$ cat config.mk
export PLATFORM = sky130hd
export DESIGN_NAME = ship_ctrl
export DESIGN_NICKNAME = d
export VERILOG_FILES = /design/src/assert_macros.svh /design/src/ship_pkg.sv /design/src/ship_ctrl.sv
export SDC_FILE = /design/constraint.sdc
export NUM_CORES = 1
export LEC_CHECK = 0
export ABC_AREA = 1
export BUFFER_PORTS_ARGS = -buffer_cell sky130_fd_sc_hd__buf_2
export CORE_AREA = 2 2 39 41
export CTS_BUF_LIST = sky130_fd_sc_hd__clkbuf_2
export DETAILED_ROUTE_END_ITERATION = 6
export DIE_AREA = 0 0 41 43
export PLACE_DENSITY = 0.6
export SLEW_MARGIN = 30
export SYNTH_ARGS = -nofsm -noshare
export SYNTH_HDL_FRONTEND = slang
export SYNTH_SLANG_ARGS = --single-unit
$ cat constraint.sdc
create_clock -name clk -period 1.47 [get_ports clk]
set_input_delay 0.0735 -clock clk [delete_from_list [all_inputs] [get_ports clk]]
set_output_delay 0.0735 -clock clk [all_outputs]
set_load 0.1 [all_outputs]
$ cat src/assert_macros.svh
// assertion macros used by the top level rtl file
`ifndef ASSERT_MACROS_SVH
`define ASSERT_MACROS_SVH
`ifndef SYNTHESIS
// antecedent implies consequent, checked at every rising edge out of reset
`define SHIP_ASSERT_IMPL(label, clk, rst_n, ante, cons) \
    label: assert property (@(posedge clk) disable iff (!rst_n) (ante) |-> (cons)) \
        else $error("ship implication check failed");
// expression must never hold at a rising edge out of reset
`define SHIP_ASSERT_NEVER(label, clk, rst_n, expr) \
    label: assert property (@(posedge clk) disable iff (!rst_n) !(expr)) \
        else $error("ship forbidden condition seen");
`else
`define SHIP_ASSERT_IMPL(label, clk, rst_n, ante, cons)
`define SHIP_ASSERT_NEVER(label, clk, rst_n, expr)
`endif
`endif

$ cat src/ship_pkg.sv
// shared constants, line and row types, controller to datapath structs
package ship_pkg;

    localparam int CORES         = 1;
    localparam int SETS          = 2048;
    localparam int WAYS          = 16;
    // power of two: the signature is the low bits of the folded pc
    localparam int TABLE_ENTRIES = 4096;
    localparam int RRPV_WIDTH    = 2;
    localparam int COUNTER_WIDTH = 3;

    localparam int ROWS      = CORES * SETS;
    localparam int ROW_AW    = $clog2(ROWS);
    localparam int WAY_W     = $clog2(WAYS);
    localparam int SIG_W     = $clog2(TABLE_ENTRIES);
    localparam int CLR_DEPTH = (ROWS > TABLE_ENTRIES) ? ROWS : TABLE_ENTRIES;
    localparam int CLR_W     = $clog2(CLR_DEPTH);

    localparam logic [RRPV_WIDTH-1:0]    RRPV_MAX   = {RRPV_WIDTH{1'b1}};
    localparam logic [COUNTER_WIDTH-1:0] CTR_MAX    = {COUNTER_WIDTH{1'b1}};
    localparam logic [COUNTER_WIDTH-1:0] CTR_THRESH = CTR_MAX >> 1;

    localparam logic OP_QUERY  = 1'b0;
    localparam logic OP_UPDATE = 1'b1;

    typedef struct packed {
        logic [SIG_W-1:0]      sig;
        logic                  reused;
        logic                  valid;
        logic [RRPV_WIDTH-1:0] rrpv;
    } line_t;

    typedef line_t [WAYS-1:0] row_t;

    localparam int ROW_W = $bits(row_t);

    localparam line_t LINE_RESET = '{sig: '0, reused: 1'b0, valid: 1'b0, rrpv: RRPV_MAX};

    typedef struct packed {
        logic clear;
        logic load;
        logic row_read;
        logic decide;
        logic train;
        logic install;
    } ship_cmd_t;

    typedef struct packed {
        logic clear_last;
        logic need_train;
    } ship_stat_t;

endpackage

$ cat src/ship_ctrl.sv
// sequencing state machine: clear pass, row read, decide, train, install
module ship_ctrl (
    input  logic                   clk,
    input  logic                   rst_n,
    input  logic                   start,
    input  ship_pkg::ship_stat_t   stat,
    output ship_pkg::ship_cmd_t    cmd,
    output logic                   busy
);
    import ship_pkg::*;

    typedef enum logic [5:0] {
        ST_CLEAR   = 6'b000001,
        ST_IDLE    = 6'b000010,
        ST_READ    = 6'b000100,
        ST_DECIDE  = 6'b001000,
        ST_TRAIN   = 6'b010000,
        ST_INSTALL = 6'b100000
    } state_t;

    state_t state_reg;
    state_t state_next;

    always_comb
    begin
        state_next = state_reg;
        case (state_reg)
            ST_CLEAR:   if (stat.clear_last) state_next = ST_IDLE;
            ST_IDLE:    if (start) state_next = ST_READ;
            ST_READ:    state_next = ST_DECIDE;
            ST_DECIDE:  state_next = stat.need_train ? ST_TRAIN : ST_IDLE;
            ST_TRAIN:   state_next = ST_INSTALL;
            ST_INSTALL: state_next = ST_IDLE;
            default:    state_next = ST_CLEAR;
        endcase
    end

    always_ff @(posedge clk or negedge rst_n)
    begin
        if (!rst_n)
        begin
            state_reg <= ST_CLEAR;
        end
        else
        begin
            state_reg <= state_next;
        end
    end

    always_comb
    begin
        cmd          = '0;
        cmd.clear    = (state_reg == ST_CLEAR);
        cmd.load     = (state_reg == ST_IDLE) && start;
        cmd.row_read = (state_reg == ST_READ);
        cmd.decide   = (state_reg == ST_DECIDE);
        cmd.train    = (state_reg == ST_TRAIN);
        cmd.install  = (state_reg == ST_INSTALL);
    end

    assign busy = (state_reg != ST_IDLE);

endmodule

==> impl_metrics.tcl <==
set metrics [dict create \
    synth_fa_ha_area_frac 0 \
    layout.nets 80 \
    grt_setup_unrepaired "yes" \
    clkSlewWorstSetupHoldPaths_ns 0.07 \
    number_of_non_filler_instances_in_the_completed_layout 90 \
    clk_root_buffer_cell "sky130_fd_sc_hd__clkbuf_2" \
    routed-via-count 371 \
    number_of_buffers_inserted_during_clock_tree_synthesis 3 \
    reg2reg_from "state_reg[5]$_DFFE_PN0P_" \
    max_cap_viol_count 0 \
    fp.coreArea_um2 1380 \
    clock_sink_count 6 \
    grt_first_pass_wirelength_mm 1.45 \
    hold_path_class "in2reg" \
    synth.most_common_cell "sky130_fd_sc_hd__inv_1" \
    synth_compound_gate_area_share 0 \
    via_per_inst 4.12 \
    postLayoutSetupSlackWorst_ns 0.0914 \
    drtAntennaViolNets 0 \
    pre_cts_setup_slack_ns 0.291 \
    synth_common_cells "sky130_fd_sc_hd__inv_1 (16), sky130_fd_sc_hd__nand2_1 (9), sky130_fd_sc_hd__nor2_1 (7)" \
    critical-path-max-stage-delay_ns 0.44 \
    netlist_instances 54 \
    fraction_of_synthesized_cell_area_in_xor_and_xnor_cells 0 \
    io_buffer_count 11 \
    synth_edf_count 0 \
    worst_ir_drop_vdd_v 0.00112 \
    maximum_number_of_pins_on_one_net_before_global_route_repair 8 \
    run_status "complete, no violations" \
    initial_utilization 0.273 \
    synth_nets 59 \
    timing.critical_path.arrival_ns 1.31 \
    boundaryPins 12 \
    fp.dieArea_um2 1760 \
    synthesis.area_um2 378 \
    max-slew-margin-rel 0.854 \
    dominantRegCellSynth "sky130_fd_sc_hd__dfrtp_1" \
    critical_path.endpoint_type "output pin" \
    detailedRoute.firstPassIterationCount 4 \
    dieHeight_um 43 \
    place_area_um2 573 \
    synth_sequential_area_ratio 0.401 \
    grt_pass1_vias 348 \
    total_power_mw 1.14 \
    dp_cells 81 \
    total_of_flip_flops_plus_latches_after_synthesis 6 \
    worst_setup_path_category "reg2out" \
    finalClockSkew_ns 0.00662 \
    syn-mean-instance-area_um2 7.00 \
    critical_path.cell_chain "nor2_4 -> nand3_1 -> inv_1 -> buf_12" \
    worst-path-buf-inv 2 \
    cts-htree-levels 1 \
    post-route-util 0.466 \
    n_fill_cell 142 \
    power.leakage_nw 0.381 \
    drt-initial-drc-count 11 \
    finalSetupViolCount 0 \
    critical_path_peak_fanout 5 \
    globalRouteTotalUtil 0.129 \
    max-clock-path-buffers 2 \
    final_area_um2 644 \
    synth.distinct_cells 12 \
    worstRegToRegCells 7 \
    post-synth-top-area-cell "sky130_fd_sc_hd__dfrtp_1" \
    netlist.area_leader.share 0.331 \
    grt_antenna_before_repair 0 \
    hold_viol_final 0 \
    dominant_combinational_cell_family_by_area_after_synthesis "simple AND/OR/NAND/NOR gates" \
    largest_register_ffs 6 \
    drt_drc_violations_left 0 \
    synth-async-reset-ratio 1.00 \
    insertion_delay_to_the_later_sink_of_the_worst_skew_pair_ns 0.22 \
    totalNegativeSetupSlack_ns 0 \
    yosysWarnings 0 \
    critical_path.top_delay_family "flip-flops" \
    worstReg2RegEnd "state_reg[1]$_DFFE_PN0P_" \
    synth_simple_gate_area_share 0.430 \
    worstPathRequired_ns 1.40 \
    capturing_instance_or_port_of_the_critical_path "cmd[1]" \
    hold-worst-slack_ns 0.0878 \
    fin_crit_sh 0.938 \
    route.detailed.wl_per_inst_um 9.42 \
    post_synthesis_mux_area_share 0 \
    num_rows 14 \
    die_x_um 41 \
    detailed_place_hpwl_um 661 \
    routed_wirelength_um 848 \
    power_per_cell_area_nw_per_um2 1770 \
    layout-drive-gt1-share 0.432 \
    clock.fmax_ghz 0.725 \
    synthToLayoutAreaGrowth_pct 70.5 \
    num_antenna_cells 0 \
    grt_remaining_overflow 0 \
    crit_start "state_reg[2]$_DFFE_PN0P_" \
    critPathLaunchType "flop" \
    worst_path_max_delay_cell "sky130_fd_sc_hd__dfrtp_1" \
    timing.final.crit_period_ns 1.38 \
    cts_tree "yes" \
    r2r_slack_ns 0.22 \
    globalplace.congestion 0.787 \
    synth_area_leaders "sky130_fd_sc_hd__dfrtp_1 (33%), sky130_fd_sc_hd__inv_1 (16%), sky130_fd_sc_hd__nand2_1 (8.9%), sky130_fd_sc_hd__dfstp_2 (7.0%), sky130_fd_sc_hd__nor2_1 (7.0%)" \
    cp.depth 4 \
    report.final.slew_viol_count 0 \
    worstMarginPinSlew_ns 0.219 \
]
-- worst register-to-register path, delay by kind of cell (launching register included) --
| kind | cells | cell delay (ns) |
|---|---|---|
| simple gates | 5 | 0.51 |
| flops | 1 | 0.42 |
| buf+inv | 2 | 0.19 |
-- power by group --
group          internal (mW)  total (mW)  switching, mW
Clock                 0.0722       0.137         0.0646
Sequential             0.211       0.252         0.0415
Combinational          0.274       0.752          0.478
Total                  0.557        1.14          0.584
-- per-layer routing --
metal	share of wire	track usage	vias up
met2	0.52	0.159	17
met3	0.067	0.0419	0
met1	0.41	0.165	155
met4	0	0.120	0
met5	0	0	-
li1	-	-	199
-- layout make-up --
cell class,count,area (µm²),share of cell area
Clock buffer,4,20.0,0.0311
Inverter,17,63.8,0.0990
Sequential cell,6,151,0.235
Multi-Input combinational cell,31,185,0.287
Tap cell,16,20.0,0.0311
Timing Repair Buffer,16,204,0.317
-- placed cells by master (no fill, tap or decap) --
cell / synthesis / routed
sky130_fd_sc_hd__buf_12: 0 / 7
sky130_fd_sc_hd__buf_2: 0 / 4
sky130_fd_sc_hd__buf_4: 0 / 3
sky130_fd_sc_hd__buf_6: 0 / 1
sky130_fd_sc_hd__clkbuf_2: 0 / 4
sky130_fd_sc_hd__dfrtp_1: 5 / 5
sky130_fd_sc_hd__dfstp_2: 1 / 1
sky130_fd_sc_hd__dlygate4sd3_1: 0 / 1
sky130_fd_sc_hd__inv_1: 16 / 14
sky130_fd_sc_hd__inv_2: 1 / 3
sky130_fd_sc_hd__nand2_1: 9 / 9
sky130_fd_sc_hd__nand3_1: 5 / 4
sky130_fd_sc_hd__nand3_2: 1 / 1
sky130_fd_sc_hd__nand3_4: 0 / 1
sky130_fd_sc_hd__nand3b_1: 1 / 1
sky130_fd_sc_hd__nand4_1: 3 / 3
sky130_fd_sc_hd__nor2_1: 7 / 5
sky130_fd_sc_hd__nor2_2: 3 / 4
sky130_fd_sc_hd__nor2_4: 2 / 3
-- kinds of logic (layout without fill, tap and decap cells) --
family	count (synthesis)	after routing
buf+inv	17	37
simple gates	31	31
flops	6	6
-- what timing repair did --
action | 4_1_cts | 5_1_grt
hold buffers | 1 | 0
endpoints found under the setup margin | 0 | 6
endpoints found under the hold margin | 6 | 0
setup buffers | 0 | 4
gates resized for setup | 0 | 5
-- worst min path at each step --
stage / cells after the start / endpoint / startpoint / slack (ns)
finish: 3 / state_reg[4]$_DFFE_PN0P_ / stat[0] / 0.09
global route: 3 / state_reg[4]$_DFFE_PN0P_ / stat[0] / 0.07
CTS: 3 / state_reg[4]$_DFFE_PN0P_ / stat[0] / 0.07
detailed placement: 1 / state_reg[1]$_DFFE_PN0P_ / rst_n / -0.09
global placement: 1 / state_reg[1]$_DFFE_PN0P_ / rst_n / -0.1
floorplan: 0 / state_reg[1]$_DFFE_PN0P_ / rst_n / -0.22
Note: power is estimated with default switching activity, not from simulation.
